**config.mk**
```make
export PLATFORM = sky130hd
export DESIGN_NAME = mrtu_front
export DESIGN_NICKNAME = d
export VERILOG_FILES = /design/src/mrtu_pkg.sv /design/src/mrtu_front.sv
export SDC_FILE = /design/constraint.sdc
export NUM_CORES = 1
export LEC_CHECK = 0
export BUFFER_PORTS_ARGS = -buffer_cell sky130_fd_sc_hd__buf_2
export CAP_MARGIN = 20
export CORE_ASPECT_RATIO = 1.1
export CORE_UTILIZATION = 56
export CTS_CLUSTER_SIZE = 10
export DETAILED_ROUTE_END_ITERATION = 12
export PLACE_DENSITY = 0.81
export SLEW_MARGIN = 30
export SYNTH_ARGS = -nofsm -noshare
export SYNTH_HDL_FRONTEND = slang
export SYNTH_SLANG_ARGS = --single-unit
```
**constraint.sdc**
```tcl
create_clock -name clk_i -period 7 [get_ports clk_i]
set_input_delay 2.1 -clock clk_i [delete_from_list [all_inputs] [get_ports clk_i]]
set_output_delay 2.1 -clock clk_i [all_outputs]
set_load 0.01 [all_outputs]
```
**src/mrtu_pkg.sv**
```systemverilog
// Shared types, constants and the CRC-16 byte update for the Modbus RTU frame receiver.
// Used by every module of the block but mrtu_ram; no dependencies of its own.
package mrtu_pkg;

  // Frame store geometry
  localparam int unsigned SLOTS       = 16;
  localparam int unsigned FRAME_BYTES = 256;
  localparam int unsigned SLOT_W      = (SLOTS > 1) ? $clog2(SLOTS) : 1;
  localparam int unsigned POS_W       = $clog2(FRAME_BYTES);
  localparam int unsigned ADDR_W      = SLOT_W + POS_W;
  localparam int unsigned RAM_DEPTH   = 1 << ADDR_W;

  // Queue depths
  localparam int unsigned CMD_DEPTH = 4;
  localparam int unsigned OUT_DEPTH = 4;

  // Frame constants
  localparam logic [8:0]  FRAME_BYTES_L = 9'(FRAME_BYTES);
  localparam logic [7:0]  FC_READ_HOLD    = 8'h03;
  localparam logic [7:0]  FC_WRITE_SINGLE = 8'h06;
  localparam logic [7:0]  FC_WRITE_MULTI  = 8'h10;
  localparam logic [8:0]  SHORT_LEN       = 9'd8;
  localparam logic [8:0]  LONG_BASE       = 9'd9;
  localparam logic [8:0]  COUNT_OFFSET    = 9'd6;
  localparam logic [15:0] CRC_INIT        = 16'hFFFF;
  localparam logic [15:0] CRC_POLY        = 16'hA001;
  localparam logic [7:0]  ADDR_RESET      = 8'h01;

  // Item kinds
  localparam logic KIND_BYTE = 1'b0;
  localparam logic KIND_READ = 1'b1;

  // Result event codes
  localparam logic [1:0] EV_GOOD    = 2'd0;
  localparam logic [1:0] EV_CRC_BAD = 2'd1;
  localparam logic [1:0] EV_READ    = 2'd2;

  typedef struct packed {
    logic       kind;
    logic [7:0] data_byte;
    logic [3:0] read_slot;
    logic [7:0] read_index;
  } in_item_t;

  typedef struct packed {
    logic [1:0] event_res;
    logic [3:0] slot;
    logic [8:0] frame_length;
    logic [7:0] read_data;
  } out_item_t;

  // Command from the parser to the store side
  typedef struct packed {
    logic              is_read;
    logic              has_res;
    logic              in_range;
    logic [ADDR_W-1:0] addr;
    logic [7:0]        wdata;
    logic [1:0]        event_res;
    logic [3:0]        slot;
    logic [8:0]        frame_length;
  } cmd_t;

  // Modbus CRC-16, reflected, one byte
  function automatic logic [15:0] crc16_add(input logic [15:0] crc, input logic [7:0] b);
    logic [15:0] c;
    c = crc ^ {8'h00, b};
    for (int k = 0; k < 8; k++) begin
      c = c[0] ? ((c >> 1) ^ CRC_POLY) : (c >> 1);
    end
    return c;
  endfunction

endpackage

```
**src/mrtu_front.sv**
```systemverilog
// Frame parser: accepts items, tracks the frame, runs the CRC and emits store commands.
// Depends on mrtu_pkg.
module mrtu_front (
  input  logic               clk_i,
  input  logic               rst_ni,
  input  logic               cfg_we_i,
  input  logic [7:0]         cfg_wdata_i,
  input  logic               push_i,
  input  mrtu_pkg::in_item_t in_i,
  input  logic               cmd_full_i,
  output logic               cmd_push_o,
  output mrtu_pkg::cmd_t     cmd_o
);
  import mrtu_pkg::*;

  logic [7:0]        addr_q;
  logic [8:0]        pos_q, pos_d;
  logic [8:0]        exp_q, exp_d;
  logic [SLOT_W-1:0] wslot_q, wslot_d;
  logic [15:0]       crc_q, crc_d;
  logic              long_q, long_d;

  logic              accept;
  logic [15:0]       crc_new;
  logic [8:0]        pos_n;
  logic [8:0]        exp_n;
  logic [8:0]        long_len;
  logic [SLOT_W+3:0] wslot_ext;
  logic [SLOT_W+3:0] rslot_ext;
  logic [ADDR_W-1:0] waddr;

  assign accept    = push_i && !cmd_full_i;
  assign crc_new   = crc16_add(crc_q, in_i.data_byte);
  assign pos_n     = pos_q + 9'd1;
  assign long_len  = LONG_BASE + {1'b0, in_i.data_byte};
  assign wslot_ext = {4'b0000, wslot_q};
  assign rslot_ext = {{SLOT_W{1'b0}}, in_i.read_slot};
  assign waddr     = {wslot_q, pos_q[POS_W-1:0]};

  always_comb begin
    pos_d      = pos_q;
    exp_d      = exp_q;
    wslot_d    = wslot_q;
    crc_d      = crc_q;
    long_d     = long_q;
    exp_n      = exp_q;
    cmd_push_o = 1'b0;
    cmd_o      = '0;
    cmd_o.addr  = waddr;
    cmd_o.wdata = in_i.data_byte;
    cmd_o.slot  = wslot_ext[3:0];

    if (accept) begin
      if (in_i.kind == KIND_READ) begin
        cmd_push_o         = 1'b1;
        cmd_o.is_read      = 1'b1;
        cmd_o.has_res      = 1'b1;
        cmd_o.in_range     = (rslot_ext < (SLOT_W + 4)'(SLOTS)) &&
                             ({1'b0, in_i.read_index} < FRAME_BYTES_L);
        cmd_o.addr         = {rslot_ext[SLOT_W-1:0], in_i.read_index[POS_W-1:0]};
        cmd_o.event_res    = EV_READ;
        cmd_o.slot         = in_i.read_slot;
        cmd_o.frame_length = '0;
      end else if (pos_q == 9'd0) begin
        if (in_i.data_byte == addr_q) begin
          cmd_push_o = 1'b1;
          crc_d      = crc_new;
          pos_d      = 9'd1;
        end
      end else if (pos_q == 9'd1) begin
        unique case (in_i.data_byte) inside
          FC_READ_HOLD, FC_WRITE_SINGLE: begin
            cmd_push_o = 1'b1;
            crc_d      = crc_new;
            pos_d      = 9'd2;
            exp_d      = SHORT_LEN;
            long_d     = 1'b0;
          end
          FC_WRITE_MULTI: begin
            cmd_push_o = 1'b1;
            crc_d      = crc_new;
            pos_d      = 9'd2;
            long_d     = 1'b1;
          end
          default: begin
            pos_d = '0;
            exp_d = '0;
            crc_d = CRC_INIT;
          end
        endcase
      end else begin
        if ((pos_q == COUNT_OFFSET) && long_q) begin
          exp_n = long_len;
        end
        if (((pos_q == COUNT_OFFSET) && long_q && (long_len > FRAME_BYTES_L)) ||
            (pos_q >= FRAME_BYTES_L)) begin
          // drop the frame
          pos_d = '0;
          exp_d = '0;
          crc_d = CRC_INIT;
        end else begin
          cmd_push_o = 1'b1;
          crc_d      = crc_new;
          pos_d      = pos_n;
          exp_d      = exp_n;
          if ((exp_n != 9'd0) && (pos_n >= exp_n)) begin
            cmd_o.has_res      = 1'b1;
            cmd_o.event_res    = (crc_new == 16'h0000) ? EV_GOOD : EV_CRC_BAD;
            cmd_o.frame_length = exp_n;
            if (crc_new == 16'h0000) begin
              wslot_d = (wslot_q == SLOT_W'(SLOTS - 1)) ? '0 : wslot_q + SLOT_W'(1);
            end
            pos_d = '0;
            exp_d = '0;
            crc_d = CRC_INIT;
          end
        end
      end
    end
  end

  always_ff @(posedge clk_i or negedge rst_ni) begin
    if (!rst_ni) begin
      addr_q  <= ADDR_RESET;
      pos_q   <= '0;
      exp_q   <= '0;
      wslot_q <= '0;
      crc_q   <= CRC_INIT;
      long_q  <= 1'b0;
    end else begin
      if (cfg_we_i) begin
        addr_q <= cfg_wdata_i;
      end
      pos_q   <= pos_d;
      exp_q   <= exp_d;
      wslot_q <= wslot_d;
      crc_q   <= crc_d;
      long_q  <= long_d;
    end
  end

endmodule

```
==> flow_summary.ini <==
[pwr]
max-vdd-ir-drop_mv = 0.273
cellLeakagePower_uw = 0.00197
power_per_cell_area_nw_per_um2 = 317

[route]
number_of_iterations_in_the_first_detailed_routing_pass = 5
num_vias = 2989
totalWireLength_um = 8560
remaining_drc_errors = 0
via_per_inst = 5.66
antenna_violating_nets_post_route = 0
drt-wirelength-per-cell_um = 16.2
drtIter0Drc = 182

[floorplanning]
fp.dieArea_um2 = 6660
top_level_ports = 73
die_w_um = 77.9
die_height_um = 85.5
core-area_um2 = 6160
num_rows = 30
initial_core_util_pct = 57.6

[critical_path]
setup_crit_end_kind = output port
timing.critical_path.mode_cell = sky130_fd_sc_hd__xnor2_1
worst-endpoint-required_ns = 4.90
rr_startpoint = pos_q[5]$_DFFE_PN0P_
worstSetupStartpointType = primary input
worst_path_cell_with_the_longest_stage_delay = sky130_fd_sc_hd__xnor2_1
crit_path_max_fanout = 13
timing.critical_path.arrival_ns = 4.70
worstSetupStartpoint = in_i[14]
path_class = primary input to output port
max_stage_delay_ns = 0.35
crit_chain = buf_2, xnor2_1, xor2_1, xnor2_1, xnor2_1, ha_1, xnor2_1, nand4b_1, nor2_1, nand4_1, and3_1, buf_2

[place]
place_congestion = 0.912
post-place-ws_ns = 0.0858
post-dp-hpwl_um = 6510
io_buffers = 72

[min_path]
holdCritPathClass = flip-flop to flip-flop
worstHoldStart = crc_q[14]$_DFFE_PN1P_

[sta]
timing_worst_slew_pin_value_ns = 0.673
fin_ws_ns = 0.202
setup-tns-final_ns = 0
finalCriticalPeriod_ns = 6.80
slew_headroom_pct = 55.0
final-setup-viol-count = 0
achievable-frequency_mhz = 147
worst_clock_skew_ns = 0.00762
unrepaired_setup_endpoints_after_global_routing = false
hold_viol = 0
final-max-slew-violation-count = 0
timing.final.crit_share_pct = 97.1

[grt]
grt-ovfl-total = 0
grt_pass1_vias = 2961
grt_antenna_before_repair = 0
grt_pass1_wl_um = 14000
pin_count_of_the_biggest_net_entering_global_routing = 48
total_routing_usage_reported_by_global_routing_pct = 27.0

[synth]
syn_area_um2 = 3550
synth_seq_area_share_pct = 33.7
yosys-top-cells-area = sky130_fd_sc_hd__dfrtp_1 (21%), sky130_fd_sc_hd__dfstp_2 (13%), sky130_fd_sc_hd__nand2_1 (6.8%)
synthDominantAreaCellType = sky130_fd_sc_hd__dfrtp_1
synthArstFlopShare_pct = 100
synth_edf_count = 0
postSynthAreaPerCell_um2 = 9.10
synth_top_flop_cell = sky130_fd_sc_hd__dfrtp_1
yosys_warnings = 0
post_synth_inst_count = 390
yosys.area.top_type_share_pct = 21.2
synth.lib_cells_used.distinct = 63
mappedNetlistNets = 442
synth_seq_cells = 47

[clock_network]
clock_tree.buffer_depth = 2
root_buffer = sky130_fd_sc_hd__clkbuf_8
cts_tree = done
postCtsHoldBufs = 0
cts_inserted_buffers = 5
post_cts_setup_buffer_count = 0
clk_latency_ns = 0.31
clkSlewWorstSetupHoldPaths_ns = 0.09
cts_htree_levels = 2
clkSinkCount = 47

[final_layout]
most-common-layout-cells = sky130_fd_sc_hd__buf_2 (71), sky130_fd_sc_hd__nand2_1 (63), sky130_fd_sc_hd__dfrtp_1 (30)
drive_gt1_share_pct = 31.0
antenna-diode-count = 0
design.final.nets = 499
final_common_cell = sky130_fd_sc_hd__buf_2
area_delta_synth_final_pct = 13.4

[run]
max_cap_viol_count = 0

[status]
status = finished, final reports clean
cell type report:
type	instances	area, µm²
Multi-Input combinational cell	297	2140
Fill cell	519	2130
Tap cell	80	100
Timing Repair Buffer	84	453
Clock buffer	5	68.8
Clock inverter	3	22.5
Inverter	12	45.0
Sequential cell	47	1200
cells in the mapped netlist (3+ instances only):
master	n
sky130_fd_sc_hd__a21oi_1	12
sky130_fd_sc_hd__a31oi_1	8
sky130_fd_sc_hd__nand2b_1	4
sky130_fd_sc_hd__buf_4	16
sky130_fd_sc_hd__nand2_1	64
sky130_fd_sc_hd__buf_2	8
sky130_fd_sc_hd__o211ai_1	5
sky130_fd_sc_hd__o21ai_1	7
sky130_fd_sc_hd__and3_1	6
sky130_fd_sc_hd__a21oi_2	3
sky130_fd_sc_hd__nand4b_1	3
sky130_fd_sc_hd__inv_1	12
sky130_fd_sc_hd__ha_1	18
sky130_fd_sc_hd__nand3_1	8
sky130_fd_sc_hd__nor2_1	29
sky130_fd_sc_hd__nor2b_1	3
sky130_fd_sc_hd__a21o_1	3
sky130_fd_sc_hd__a221o_1	4
sky130_fd_sc_hd__dfrtp_1	30
sky130_fd_sc_hd__and2_1	3
sky130_fd_sc_hd__xnor2_1	24
sky130_fd_sc_hd__nand4_1	4
sky130_fd_sc_hd__clkbuf_1	7
sky130_fd_sc_hd__nor4_1	5
sky130_fd_sc_hd__a22o_1	5
sky130_fd_sc_hd__xor2_1	16
sky130_fd_sc_hd__mux2i_1	13
sky130_fd_sc_hd__o21ai_0	6
sky130_fd_sc_hd__mux2_2	8
sky130_fd_sc_hd__dfstp_2	17
where the power goes:
group	switching [µW]	internal (µW)	total, µW
sequential	64.9	366	431
combinational	373	296	670
clock	103	72.4	175
total	541	735	1280
state kept, by name (all words and copies together) (netlist names):
name     cells
pos_q        9
exp_q        9
addr_q       8
wslot_q      4
long_q       1
crc_q       16
through the flow:
stage                     instances  instance area, µm²  hold slack (ns)  total power [µW]  utilization [%]
after floorplan                 390                3550            0.447               902                -
after global placement          520                3880            0.487              1040             63.1
after detailed placement        520                3890            0.485              1070             63.2
after CTS                       528                3980            0.516              1250             64.6
after global routing            528                4020            0.532              1360             65.4
final                           528                4020            0.518              1280             65.4
final timing paths:
kind	end	slack (ns)	cells after the start
max	cmd_o[13]	0.20	12
min	crc_q[14]$_DFFE_PN1P_	0.52	2
max reg2reg	crc_q[11]$_DFFE_PN1P_	3.00	12
min reg2reg	crc_q[14]$_DFFE_PN1P_	0.52	2
max in group asynchronous	crc_q[13]$_DFFE_PN1P_	4.81	1
min in group asynchronous	exp_q[2]$_DFFE_PN0P_	1.77	1
cell families (layout without fill, tap and decap cells):
logic type | Yosys count | after routing | synth area share [%]
and+or+nand+nor | 145 | 145 | 20.2
AOI/OAI and AO/OA | 71 | 71 | 15.7
DFF | 47 | 47 | 33.7
buffers and inverters | 46 | 104 | 7.30
xor gates and xnor gates | 40 | 40 | 9.87
muxes | 23 | 23 | 6.84
adders and majority gates | 18 | 18 | 6.35
what timing repair did:
item / 4_1_cts / 5_1_grt
endpoints found under the hold margin: 0 / 0
resized for setup: 0 / 7
setup endpoints to repair: 0 / 10
per-layer routing:
metal	global-route usage, %	routed length (µm)
met5	0	0
met4	8.59	130
met3	4.41	269
met2	48.3	4510
met1	33.1	3650
critical path, delay by kind of cell:
| kind | cells | cell delay [ns] |
|---|---|---|
| adders and majority gates | 1 | 0.29 |
| and+or+nand+nor | 4 | 0.74 |
| xor gates and xnor gates | 5 | 1.24 |
| buffers and inverters | 2 | 0.32 |
No activity file was read; power rests on OpenSTA's default activity.
