--- config.mk ---
export PLATFORM = sky130hd
export DESIGN_NAME = mrtu_cmd_fifo
export DESIGN_NICKNAME = d
export VERILOG_FILES = /design/src/mrtu_pkg.sv /design/src/mrtu_cmd_fifo.sv
export SDC_FILE = /design/constraint.sdc
export NUM_CORES = 1
export LEC_CHECK = 0
export ABC_AREA = 1
export BUFFER_PORTS_ARGS = -buffer_cell sky130_fd_sc_hd__buf_2
export CAP_MARGIN = 30
export CELL_PAD_IN_SITES_DETAIL_PLACEMENT = 1
export CELL_PAD_IN_SITES_GLOBAL_PLACEMENT = 1
export CORE_MARGIN = 2
export CORE_UTILIZATION = 48
export DETAILED_ROUTE_END_ITERATION = 8
export PLACE_DENSITY_LB_ADDON = 0.15
export SETUP_SLACK_MARGIN = 0.05
export SYNTH_ARGS = -nofsm -noshare
export SYNTH_HDL_FRONTEND = slang
export SYNTH_SLANG_ARGS = --single-unit
--- constraint.sdc ---
create_clock -name clk_i -period 3.35 [get_ports clk_i]
set_input_delay 0.5025 -clock clk_i [delete_from_list [all_inputs] [get_ports clk_i]]
set_output_delay 0.5025 -clock clk_i [all_outputs]
set_load 0.02 [all_outputs]
--- src/mrtu_pkg.sv ---
// Shared types, constants and the CRC-16 byte update for the Modbus RTU frame receiver.
// Used by every module of the block but mrtu_ram; no dependencies of its own.
package mrtu_pkg;

  // Frame store geometry
  localparam int unsigned SLOTS       = 16;
  localparam int unsigned FRAME_BYTES = 256;
  localparam int unsigned SLOT_W      = (SLOTS > 1) ? $clog2(SLOTS) : 1;
  localparam int unsigned POS_W       = $clog2(FRAME_BYTES);
  localparam int unsigned ADDR_W      = SLOT_W + POS_W;
  localparam int unsigned RAM_DEPTH   = 1 << ADDR_W;

  // Queue depths
  localparam int unsigned CMD_DEPTH = 4;
  localparam int unsigned OUT_DEPTH = 4;

  // Frame constants
  localparam logic [8:0]  FRAME_BYTES_L = 9'(FRAME_BYTES);
  localparam logic [7:0]  FC_READ_HOLD    = 8'h03;
  localparam logic [7:0]  FC_WRITE_SINGLE = 8'h06;
  localparam logic [7:0]  FC_WRITE_MULTI  = 8'h10;
  localparam logic [8:0]  SHORT_LEN       = 9'd8;
  localparam logic [8:0]  LONG_BASE       = 9'd9;
  localparam logic [8:0]  COUNT_OFFSET    = 9'd6;
  localparam logic [15:0] CRC_INIT        = 16'hFFFF;
  localparam logic [15:0] CRC_POLY        = 16'hA001;
  localparam logic [7:0]  ADDR_RESET      = 8'h01;

  // Item kinds
  localparam logic KIND_BYTE = 1'b0;
  localparam logic KIND_READ = 1'b1;

  // Result event codes
  localparam logic [1:0] EV_GOOD    = 2'd0;
  localparam logic [1:0] EV_CRC_BAD = 2'd1;
  localparam logic [1:0] EV_READ    = 2'd2;

  typedef struct packed {
    logic       kind;
    logic [7:0] data_byte;
    logic [3:0] read_slot;
    logic [7:0] read_index;
  } in_item_t;

  typedef struct packed {
    logic [1:0] event_res;
    logic [3:0] slot;
    logic [8:0] frame_length;
    logic [7:0] read_data;
  } out_item_t;

  // Command from the parser to the store side
  typedef struct packed {
    logic              is_read;
    logic              has_res;
    logic              in_range;
    logic [ADDR_W-1:0] addr;
    logic [7:0]        wdata;
    logic [1:0]        event_res;
    logic [3:0]        slot;
    logic [8:0]        frame_length;
  } cmd_t;

  // Modbus CRC-16, reflected, one byte
  function automatic logic [15:0] crc16_add(input logic [15:0] crc, input logic [7:0] b);
    logic [15:0] c;
    c = crc ^ {8'h00, b};
    for (int k = 0; k < 8; k++) begin
      c = c[0] ? ((c >> 1) ^ CRC_POLY) : (c >> 1);
    end
    return c;
  endfunction

endpackage

--- src/mrtu_cmd_fifo.sv ---
// Short command queue between the parser and the store side.
// Depends on mrtu_pkg.
module mrtu_cmd_fifo (
  input  logic           clk_i,
  input  logic           rst_ni,
  input  logic           push_i,
  input  mrtu_pkg::cmd_t cmd_i,
  output logic           full_o,
  input  logic           pop_i,
  output logic           empty_o,
  output mrtu_pkg::cmd_t cmd_o
);
  import mrtu_pkg::*;

  localparam int unsigned PTR_W = $clog2(CMD_DEPTH);

  cmd_t             mem_q [CMD_DEPTH];
  logic [PTR_W-1:0] wptr_q, rptr_q;
  logic [PTR_W:0]   cnt_q, cnt_d;
  logic             do_push, do_pop;

  assign full_o  = (cnt_q == (PTR_W + 1)'(CMD_DEPTH));
  assign empty_o = (cnt_q == '0);
  assign do_push = push_i && !full_o;
  assign do_pop  = pop_i && !empty_o;
  assign cmd_o   = mem_q[rptr_q];

  always_comb begin
    cnt_d = cnt_q;
    if (do_push && !do_pop) begin
      cnt_d = cnt_q + (PTR_W + 1)'(1);
    end else if (do_pop && !do_push) begin
      cnt_d = cnt_q - (PTR_W + 1)'(1);
    end
  end

  always_ff @(posedge clk_i) begin
    if (do_push) begin
      mem_q[wptr_q] <= cmd_i;
    end
  end

  always_ff @(posedge clk_i or negedge rst_ni) begin
    if (!rst_ni) begin
      wptr_q <= '0;
      rptr_q <= '0;
      cnt_q  <= '0;
    end else begin
      if (do_push) begin
        wptr_q <= wptr_q + PTR_W'(1);
      end
      if (do_pop) begin
        rptr_q <= rptr_q + PTR_W'(1);
      end
      cnt_q <= cnt_d;
    end
  end

endmodule

==> metrics.yaml, run 1 <==
status:
  status: "completed"
sta:
  min_period_over_period_pct: 80.96
  tns_ns: 0
  relSlewSlack_pct: 53.26
  final_hold_viol_count: 0
  fin_skew_ns: 0.003366
  fin_crit_ns: 2.712
  setup_ws_ns: 0.6380
  tightest_slew_ns: 0.7012
  grt_setup_unrepaired: "false"
  setup-violations-final: 0
  slew_viol_final: 0
  fmax_ghz: 0.3687
global_routing:
  grt-ovfl-total: 0
  grt_pass1_wl_um: 22470
  grtUsageTotal_pct: 20.06
  grt_start_max_net_pins: 62
  antenna_found_initial: 1
  grt_pass1_vias: 4312
clock_network:
  cts_tree: "built"
  clk_pin_slew_worst_paths_ns: 0.06
  postCtsResizedCells: 0
  clkLatencyLatePin_ns: 0.42
  htree_levels: 4
  cts_sinks: 159
  clockBufferDepth: 2
  root_buffer: "clkbuf_16"
  cts_made_buffers: 17
power_and_ir_drop:
  pwr_density_cell_mw_per_mm2: 949.9
  ir_drop_mv: 0.6583
  seqPwrFrac_pct: 36.5
  clkPwrFrac_pct: 25.4
  p_sw_mw: 2.870
  p_sw_share_pct: 37.73
  leakagePower_nw: 3.356
  p_comb_share_pct: 38.2
  p_int_mw: 4.737
routing:
  vias_per_cell: 5.131
  wl_um: 14220
  drtAntennaViolNets: 0
  wl_per_cell_um: 18.21
  vias: 4007
  firstDrtPassIters: 4
  drt_iter0_markers: 221
  remaining_drc_errors: 0
finish:
  drive_gt1_share_pct: 32.11
  final_util_pct: 57.47
  final_cell_mix: "edfxtp_1, nand2_1, inv_1"
  final_common_cell: "edfxtp_1"
  design_area_mm2: 0.008008
  antenna_cells: 0
  syn2layout_area_growth_pct: 16.13
  fin_nets: 641
yosys:
  synth_seq_cells: 159
  synth_top_area_share_pct: 66.19
  synth.net_count: 552
  syn_area_per_cell_um2: 13.68
  synth.largest_area_cell: "edfxtp_1"
  syn_area_mm2: 0.006895
  synthTopCellsByArea: "edfxtp_1, o211ai_2, nand2_1, inv_1, dfrtp_1"
  postSynthCellCount: 504
  ys_seq_area_share_pct: 68.74
  yosysWarnings: 0
  yosysUniqueCellTypes: 19
setup_path:
  start_kind: "flop"
  r2r_start: "cnt_q[1]$_DFFE_PN0P_"
  crit_fanout: 61
  end_kind: "primary output"
  critPathArrivalTime_ns: 2.21
  timing_worst_setup_path_type: "reg -> out"
  critPathRequiredTime_ns: 2.85
  cp-startpoint: "rptr_q[0]$_DFFE_PN0P_"
floorplan:
  die_w_um: 123.9
  start_util_pct: 49.48
  die_h_um: 123.9
  pin_count: 82
  rows: 43
  dieArea_mm2: 0.01534
  core_area_mm2: 0.01393
min_path:
  min_from: "cmd_i[16]"
  hold_class: "in -> reg"
placement:
  pre_cts_ws_ns: 1.070
  dp_hpwl_um: 8575
  place_area_mm2: 0.007422
  gp_congestion: 0.7443
  port_buffers: 81
flow_run:
  drv_cap: 0
## stage by stage
stage / instances / hold WS (ns) / total power [mW]
finish: 781 / 0.3000 / 7.606
global route: 781 / 0.2891 / 8.048
CTS: 781 / 0.2851 / 7.708
detailed placement: 753 / 0.3517 / 5.763
global placement: 753 / 0.3478 / 5.662
floorplan: 504 / 0.2069 / 5.029
## worst paths after layout
path / cells past startpoint / slack [ns] / to
max: 6 / 0.64 / cmd_o[29]
max in group asynchronous: 2 / 2.72 / rptr_q[1]$_DFFE_PN0P_
min: 1 / 0.30 / mem_q[3][16]$_DFFE_PP_
max reg2reg: 9 / 1.13 / cnt_q[1]$_DFFE_PN0P_
min reg2reg: 2 / 0.52 / cnt_q[2]$_DFFE_PN0P_
min in group asynchronous: 2 / 0.45 / wptr_q[1]$_DFFE_PN0P_
## cell type report
class	instances	area [um^2]
Fill cell	1420	5927
Sequential cell	159	4741
Multi-Input combinational cell	227	1590
Timing Repair Buffer	94	518.0
Clock buffer	18	429.2
Inverter	94	357.8
Tap cell	180	225.2
Clock inverter	9	146.4
## sequential cells by signal, summed over array words and instances (netlist names)
signal and cells:
mem_q 152, cnt_q 3, rptr_q 2, wptr_q 2
## cell usage after synthesis
library cell and n:
buf_12 5, buf_2 12, buf_4 2, buf_6 2
buf_8 3, dfrtp_1 7, edfxtp_1 152, fa_1 1
ha_1 5, inv_1 91, inv_2 3, nand2_1 131
nand3_1 7, nand4_1 1, nor2_1 4, o211ai_1 7
o211ai_2 69, o21ai_0 1, xnor2_1 1
## metal layers
layer	global-route usage, %	part of all wire, %	up-vias
li1	-	-	1908
met1	24.73	43	2011
met2	34.24	51	69
met3	5.495	4.4	17
met4	6.676	1.3	2
met5	0	0.091	-
## repair_timing
action	CTS	global route
hold buffers	1	0
endpoints found under the hold margin	7	0
buffers inserted	0	0
## worst max-delay path, cell delays in order, from the launching register on
cell and delay [ns]:
dfrtp_1 0.44, inv_6 0.43, buf_4 0.43, nand2_1 0.13, o211ai_2 0.09, nand2_1 0.08
buf_2 0.16
## cells by family (layout without fill, tap and decap cells)
kind of cell | Yosys count | in the layout | synth area share [%]
buf+inv | 118 | 215 | 8.637
fa+ha+maj | 6 | 6 | 1.198
xor+xnor | 1 | 1 | 0.1270
compound gates | 77 | 77 | 13.36
simple gates | 143 | 143 | 7.948
flops | 159 | 159 | 68.74
## power by group through the flow
stage          sequential [mW]  combinational, mW  clock (mW)
3_5_place_dp              2.81               2.95           0
4_1_cts                   2.78               2.97        1.96
3_3_place_gp              2.79               2.87           0
5_1_grt                   2.81               3.21        2.03
6_report                  2.77               2.90        1.93
2_1_floorplan             2.79               2.24           0
Power figures use the tool's default switching activity.
==> run 2, diff against run 1 <==
Settings changed: ABC_AREA 1 to 0, CORE_UTILIZATION 48 to 45.
Clock period 3.35 ns to 2.3 ns, I/O delays scaled along.
==> run 2 against run 1 <==
Global-route usage down 3.1 points. Count of clock-buffer cells in the layout is the same. Final area is 9.2% lower. Critical endpoint is now cmd_o[16]. Critical path depth fell by 3. Non-clock buffer count up 4. Sequential share of layout area rose by 6.1 points. Highest routed layer is now met4. Clock skew is 0.0038 ns higher. Core utilization shrank 1.9 points.
==> metrics.yaml, run 2 <==
finish:
  antenna_cells: 0  # unchanged
  syn2layout_area_growth_pct: 22.13  # was 16.13%
  largest_register: "mem_q"  # unchanged
  largest_register_ffs: 152  # unchanged
  fin_nets: 390  # was 641
  final_cell_mix: "edfxtp_1, buf_2, mux4_2"  # was edfxtp_1, nand2_1, inv_1
  multiInputGateArea_mm2: 0.001092  # was 0.001590 mm^2
  drive_gt1_share_pct: 49.30  # was 32.11%
  final-seq-area_mm2: 0.004748  # was 0.004741 mm^2
  final_cells: 531  # was 781
  final_common_cell: "edfxtp_1"  # unchanged
  reg_top3: "mem_q (152), cnt_q (3)"  # unchanged
  fillers: 1148  # was 1420
setup_path:
  cp-startpoint: "rptr_q[0]$_DFFE_PN0P_"  # unchanged
  critPathArrivalTime_ns: 1.82  # was 2.21 ns
  crit_chain: "buf_4 -> mux4_2 -> buf_2"  # was inv_6 -> buf_4 -> nand2_1 -> o211ai_2 -> nand2_1 -> buf_2
  reg2regPathDepth: 8  # was 9
  end_kind: "primary output"  # unchanged
  r2r_start: "cnt_q[0]$_DFFE_PN0P_"  # was cnt_q[1]$_DFFE_PN0P_
  start_kind: "flop"  # unchanged
  critPathRequiredTime_ns: 1.96  # was 2.85 ns
  r2r-end: "cnt_q[2]$_DFFE_PN0P_"  # was cnt_q[1]$_DFFE_PN0P_
  crit_end: "cmd_o[16]"  # was cmd_o[29]
  critPathMaxStageDelay_ns: 0.52  # was 0.44 ns
  rrSetupSlack_ns: 0.16  # was 1.13 ns
  timing_worst_setup_path_type: "reg -> out"  # unchanged
  cp_slowest_cell: "mux4_2"  # was dfrtp_1
  crit_fanout: 6  # was 61
yosys:
  synth_seq_cells: 159  # unchanged
  yosysWarnings: 0  # unchanged
  syn_area_per_cell_um2: 25.34  # was 13.68 um^2
  ys_seq_area_share_pct: 79.60  # was 68.74%
  synth_flop_cell: "edfxtp_1"  # unchanged
  yosys-top-cells-count: "edfxtp_1, mux4_2, dfrtp_1, ha_1"  # was edfxtp_1, nand2_1, inv_1, o211ai_2, buf_2
  async_flop_share_pct: 4.403  # unchanged
  postSynthCellCount: 235  # was 504
  syn_area_mm2: 0.005954  # was 0.006895 mm^2
  synth.largest_area_cell: "edfxtp_1"  # unchanged
  synthTopCellsByArea: "edfxtp_1, mux4_2, dfrtp_1, ha_1, buf_12"  # was edfxtp_1, o211ai_2, nand2_1, inv_1, dfrtp_1
  synth_edf_count: 152  # unchanged
  synth_top_area_share_pct: 76.65  # was 66.19%
  synth_most_common_cell: "edfxtp_1"  # unchanged
  synth.net_count: 283  # was 552
  yosysUniqueCellTypes: 22  # was 19
global_routing:
  grt_pass1_wl_um: 17070  # was 22470 um
  grt_start_max_net_pins: 26  # was 62
  antenna_found_initial: 0  # was 1
  grtUsageTotal_pct: 16.96  # was 20.06%
  grt-ovfl-total: 0  # unchanged
  grt_pass1_vias: 2967  # was 4312
sta:
  tightest_slew_ns: 0.3190  # was 0.7012 ns
  slew_viol_final: 0  # unchanged
  tns_ns: 0  # unchanged
  final_hold_viol_count: 0  # unchanged
  fmax_ghz: 0.4623
  fin_skew_ns: 0.007198  # was 0.003366 ns
  setup-violations-final: 0  # unchanged
  fin_crit_ns: 2.163
  grt_setup_unrepaired: "false"  # unchanged
  relSlewSlack_pct: 78.73  # was 53.26%
  min_period_over_period_pct: 94.05
placement:
  gp_congestion: 0.6978  # was 0.7443
  dp_hpwl_um: 6658  # was 8575 um
  dp.cells: 496  # was 753
  port_buffers: 81  # unchanged
power_and_ir_drop:
  pwr_density_cell_mw_per_mm2: 1382  # was 949.9 mW/mm^2
  p_sw_mw: 3.072  # was 2.870 mW
  p_comb_share_pct: 31.7  # was 38.2%
  clkPwrFrac_pct: 27.4  # was 25.4%
  p_sw_share_pct: 30.56  # was 37.73%
  p_int_mw: 6.978  # was 4.737 mW
  ir_drop_mv: 0.6199  # was 0.6583 mV
  leakagePower_nw: 2.552  # was 3.356 nW
  seqPwrFrac_pct: 40.9  # was 36.5%
floorplan:
  core_area_mm2: 0.01309  # was 0.01393 mm^2
  pin_count: 82  # unchanged
  dieArea_mm2: 0.01417  # was 0.01534 mm^2
  start_util_pct: 45.51  # was 49.48%
  die_w_um: 119.0  # was 123.9 um
  die_h_um: 119.0  # was 123.9 um
  rows: 42  # was 43
clock_network:
  clk_pin_slew_worst_paths_ns: 0.06  # about the same
  htree_levels: 4  # unchanged
  root_buffer: "clkbuf_16"  # unchanged
  clkLatencyLatePin_ns: 0.42  # about the same
  cts_made_buffers: 17  # unchanged
  cts_tree: "built"  # unchanged
  cts_sinks: 159  # unchanged
  clockBufferDepth: 2  # unchanged
routing:
  remaining_drc_errors: 0  # unchanged
  wl_per_cell_um: 20.67  # was 18.21 um
  drtAntennaViolNets: 0  # unchanged
  vias_per_cell: 5.090  # was 5.131
  drt_iter0_markers: 165  # was 221
  wl_um: 10970  # was 14220 um
  vias: 2703  # was 4007
  firstDrtPassIters: 4  # unchanged
min_path:
  min_path_cells: 1  # unchanged
  hold_class: "in -> reg"  # unchanged
status:
  status: "completed"  # unchanged
flow_run:
  drv_cap: 0  # unchanged
## run 2: cell type report
cell class	instances	share of cell area, %
clock inverter	14	2.047
tap	176	3.028
clock buffer	18	5.902
sequential	159	65.30
multi-input combinational	62	15.02
inverter	4	0.2065
timing repair buffer	98	8.500
## run 2: per-layer routing
layer / up-vias / track usage, % / part of all wire (%)
met3: 11 / 5.029 / 4.3
met5: - / 0 / 0
met4: 0 / 7.143 / 1.5
met1: 1426 / 22.27 / 44
li1: 1200 / - / -
met2: 66 / 26.62 / 50
## run 2: kinds of logic (layout without fill, tap and decap cells)
| logic type | count (synthesis) | count (layout) | synth area share (%) |
|---|---|---|---|
| adder cells (fa/ha/maj) | 6 | 6 | 1.387 |
| buffers and inverters | 14 | 134 | 2.269 |
| AND/OR/NAND/NOR | 10 | 10 | 1.050 |
| multiplexers | 40 | 40 | 14.81 |
| XOR/XNOR | 6 | 6 | 0.8825 |
| flip-flops | 159 | 159 | 79.60 |
## run 2: timing repair
item,4_1_cts,5_1_grt
resized for setup,1,4
buffers inserted,1,0
gates cloned,1,0
hold buffers,1,0
hold endpoints to repair,7,0
endpoints found under the setup margin,21,18
## run 2: critical path: cells and delay by family (launching register included)
family	cells	cell delay, ns
buf+inv	2	0.38
flops	1	0.50
mux	1	0.52
## run 2: power by group through the flow
stage	Clock [mW]	Sequential [mW]	Combinational [mW]
6_report	2.75	4.11	3.19
5_1_grt	2.93	4.17	3.43
4_1_cts	2.81	4.12	3.26
3_5_place_dp	0	4.19	3.15
3_3_place_gp	0	4.15	3.12
2_1_floorplan	0	4.02	2.31
## run 2: worst min path at each step
stage	start	to
after floorplan	rst_ni	cnt_q[0]$_DFFE_PN0P_
after CTS	cmd_i[26]	mem_q[2][26]$_DFFE_PP_
final	cmd_i[23]	mem_q[1][23]$_DFFE_PP_
after detailed placement	rst_ni	cnt_q[0]$_DFFE_PN0P_
after global routing	cmd_i[9]	mem_q[3][9]$_DFFE_PP_
after global placement	rst_ni	cnt_q[0]$_DFFE_PN0P_
## run 2: metrics by stage
| stage | total power, mW | setup WS, ns | utilization, % | hold slack, ns | area (um^2) |
|---|---|---|---|---|---|
| global placement | 7.264 | 0.2377 | 50.73 | 0.1934 | 6638 |
| CTS | 10.19 | 0.04933 | 55.49 | 0.1191 | 7261 |
| global route | 10.53 | 0.03047 | 55.57 | 0.1254 | 7272 |
| finish | 10.05 | 0.1368 | 55.57 | 0.1396 | 7272 |
| floorplan | 6.333 | 0.1159 | - | 0.04941 | 5954 |
| detailed placement | 7.339 | 0.1563 | 50.73 | 0.1969 | 6638 |
==> run 3, diff against run 2 <==
--- a/constraint.sdc
+++ b/constraint.sdc
@@ -3,2 +3,2 @@
 set_output_delay 0.345 -clock clk_i [all_outputs]
-set_load 0.02 [all_outputs]
+set_load 0.01 [all_outputs]
==> run 3 against run 2 <==
Power shrank 6.8%. Critical endpoint is now cmd_o[24]. Die area is the same. Non-clock buffer count shrank 3.
==> metrics.yaml, run 3 (synthesized netlist as in run 2, its figures left out) <==
global_routing:
  grtUsageTotal_pct: 16.47  # was 16.96%
  grt-ovfl-total: 0  # unchanged
  grt_start_max_net_pins: 30  # was 26
  antenna_found_initial: 0  # unchanged
  grt_pass1_vias: 2943  # was 2967
  grt_pass1_wl_um: 16690  # was 17070 um
flow_run:
  drv_cap: 0  # unchanged
sta:
  relSlewSlack_pct: 74.10  # was 78.73%
  min_period_over_period_pct: 94.37  # was 94.05%
  final_hold_viol_count: 0  # unchanged
  fin_skew_ns: 0.01016  # was 0.007198 ns
  tightest_slew_ns: 0.3885  # was 0.3190 ns
  fin_crit_ns: 2.170  # was 2.163 ns
  tns_ns: 0  # unchanged
  fmax_ghz: 0.4607  # was 0.4623 GHz
  grt_setup_unrepaired: "true"  # was false
  setup-violations-final: 0  # unchanged
  slew_viol_final: 0  # unchanged
routing:
  wl_um: 10480  # was 10970 um
  wl_per_cell_um: 19.92  # was 20.67 um
  drtAntennaViolNets: 0  # unchanged
  firstDrtPassIters: 4  # unchanged
  remaining_drc_errors: 0  # unchanged
  drt_iter0_markers: 210  # was 165
  vias: 2649  # was 2703
  vias_per_cell: 5.036  # was 5.090
finish:
  largest_register_ffs: 152  # unchanged
  drive_gt1_share_pct: 48.00  # was 49.30%
  final_common_cell: "edfxtp_1"  # unchanged
  final_cell_mix: "edfxtp_1, buf_2, mux4_2"  # unchanged
  antenna_cells: 0  # unchanged
  syn2layout_area_growth_pct: 20.30  # was 22.13%
  reg_top3: "mem_q (152), cnt_q (3)"  # unchanged
  fin_nets: 387  # was 390
  largest_register: "mem_q"  # unchanged
  fillers: 1158  # was 1148
clock_network:
  clockBufferDepth: 2  # unchanged
  clkLatencyLatePin_ns: 0.42  # about the same
  root_buffer: "clkbuf_16"  # unchanged
  cts_sinks: 159  # unchanged
  clk_pin_slew_worst_paths_ns: 0.06  # about the same
  cts_made_buffers: 17  # unchanged
  htree_levels: 4  # unchanged
  cts_tree: "built"  # unchanged
setup_path:
  critPathRequiredTime_ns: 1.96  # about the same
  rrSetupSlack_ns: 0.22  # was 0.16 ns
  start_kind: "flop"  # unchanged
  critPathArrivalTime_ns: 1.83  # was 1.82 ns
  timing_worst_setup_path_type: "reg -> out"  # unchanged
  reg2regPathDepth: 8  # unchanged
  end_kind: "primary output"  # unchanged
  crit_fanout: 29  # was 6
floorplan:
  core_area_mm2: 0.01309  # unchanged
  rows: 42  # unchanged
  pin_count: 82  # unchanged
  dieArea_mm2: 0.01417  # unchanged
  start_util_pct: 45.51  # unchanged
  die_w_um: 119.0  # unchanged
  die_h_um: 119.0  # unchanged
power_and_ir_drop:
  leakagePower_nw: 2.516  # was 2.552 nW
  pwr_density_cell_mw_per_mm2: 1307  # was 1382 mW/mm^2
  power.total_mw: 9.364  # was 10.05 mW
  ir_drop_mv: 0.5566  # was 0.6199 mV
min_path:
  min_path_cells: 1  # unchanged
  hold_class: "in -> reg"  # unchanged
placement:
  gp_congestion: 0.7057  # was 0.6978
  port_buffers: 81  # unchanged
  dp_hpwl_um: 6546  # was 6658 um
status:
  status: "completed"  # unchanged
-- run 3: through the flow --
stage / instance area [um^2] / utilization, % / setup WS, ns / std cells / hold WS, ns
finish: 7163 / 54.74 / 0.1296 / 526 / 0.1379
global route: 7163 / 54.74 / 0.03408 / 526 / 0.1227
CTS: 7149 / 54.64 / 0.07315 / 526 / 0.1171
detailed placement: 6605 / 50.48 / 0.1659 / 495 / 0.1965
global placement: 6605 / 50.48 / 0.2321 / 495 / 0.1917
floorplan: 5954 / - / 0.1444 / 235 / 0.04941
-- run 3: where the power goes --
group / internal (mW) / total (mW) / switching, mW
logic: 1.34 / 2.71 / 1.36
registers: 3.85 / 4.08 / 0.229
clock network: 1.56 / 2.58 / 1.02
total: 6.75 / 9.36 / 2.61
-- run 3: layer usage --
| layer | vias to the layer above | share of wire (%) | global-route usage (%) |
|---|---|---|---|
| li1 | 1191 | - | - |
| met1 | 1378 | 43 | 21.22 |
| met2 | 67 | 51 | 25.32 |
| met3 | 13 | 5.3 | 6.034 |
| met4 | 0 | 1.5 | 7.143 |
| met5 | - | 0 | 0 |
-- run 3: timing repair --
action,in CTS,in global routing
hold endpoints to repair,7,0
endpoints found under the setup margin,0,11
hold buffers,1,0
buffers inserted,0,0
resized for setup,0,3
-- run 3: layout make-up --
cell class	instances	area [um^2]	area share [%]
timing repair buffer	95	558.0	7.790
tap	176	220.2	3.074
inverter	4	15.01	0.2096
multi-input combinational	62	1090	15.21
clock buffer	20	436.7	6.096
sequential	159	4746	66.25
clock inverter	10	97.59	1.362
-- run 3: final timing paths --
path / startpoint / to
setup / recovery: rptr_q[0]$_DFFE_PN0P_ / cmd_o[24]
hold / removal: cmd_i[16] / mem_q[2][16]$_DFFE_PP_
hold reg to reg: cnt_q[2]$_DFFE_PN0P_ / cnt_q[2]$_DFFE_PN0P_
max in group asynchronous: rst_ni / rptr_q[1]$_DFFE_PN0P_
setup reg to reg: cnt_q[0]$_DFFE_PN0P_ / cnt_q[2]$_DFFE_PN0P_
min in group asynchronous: rst_ni / cnt_q[2]$_DFFE_PN0P_
-- run 3: critical path: stages, from the launching register on --
cell and delay [ns]:
dfrtp_4 0.43, buf_16 0.25, mux4_2 0.55, buf_2 0.16
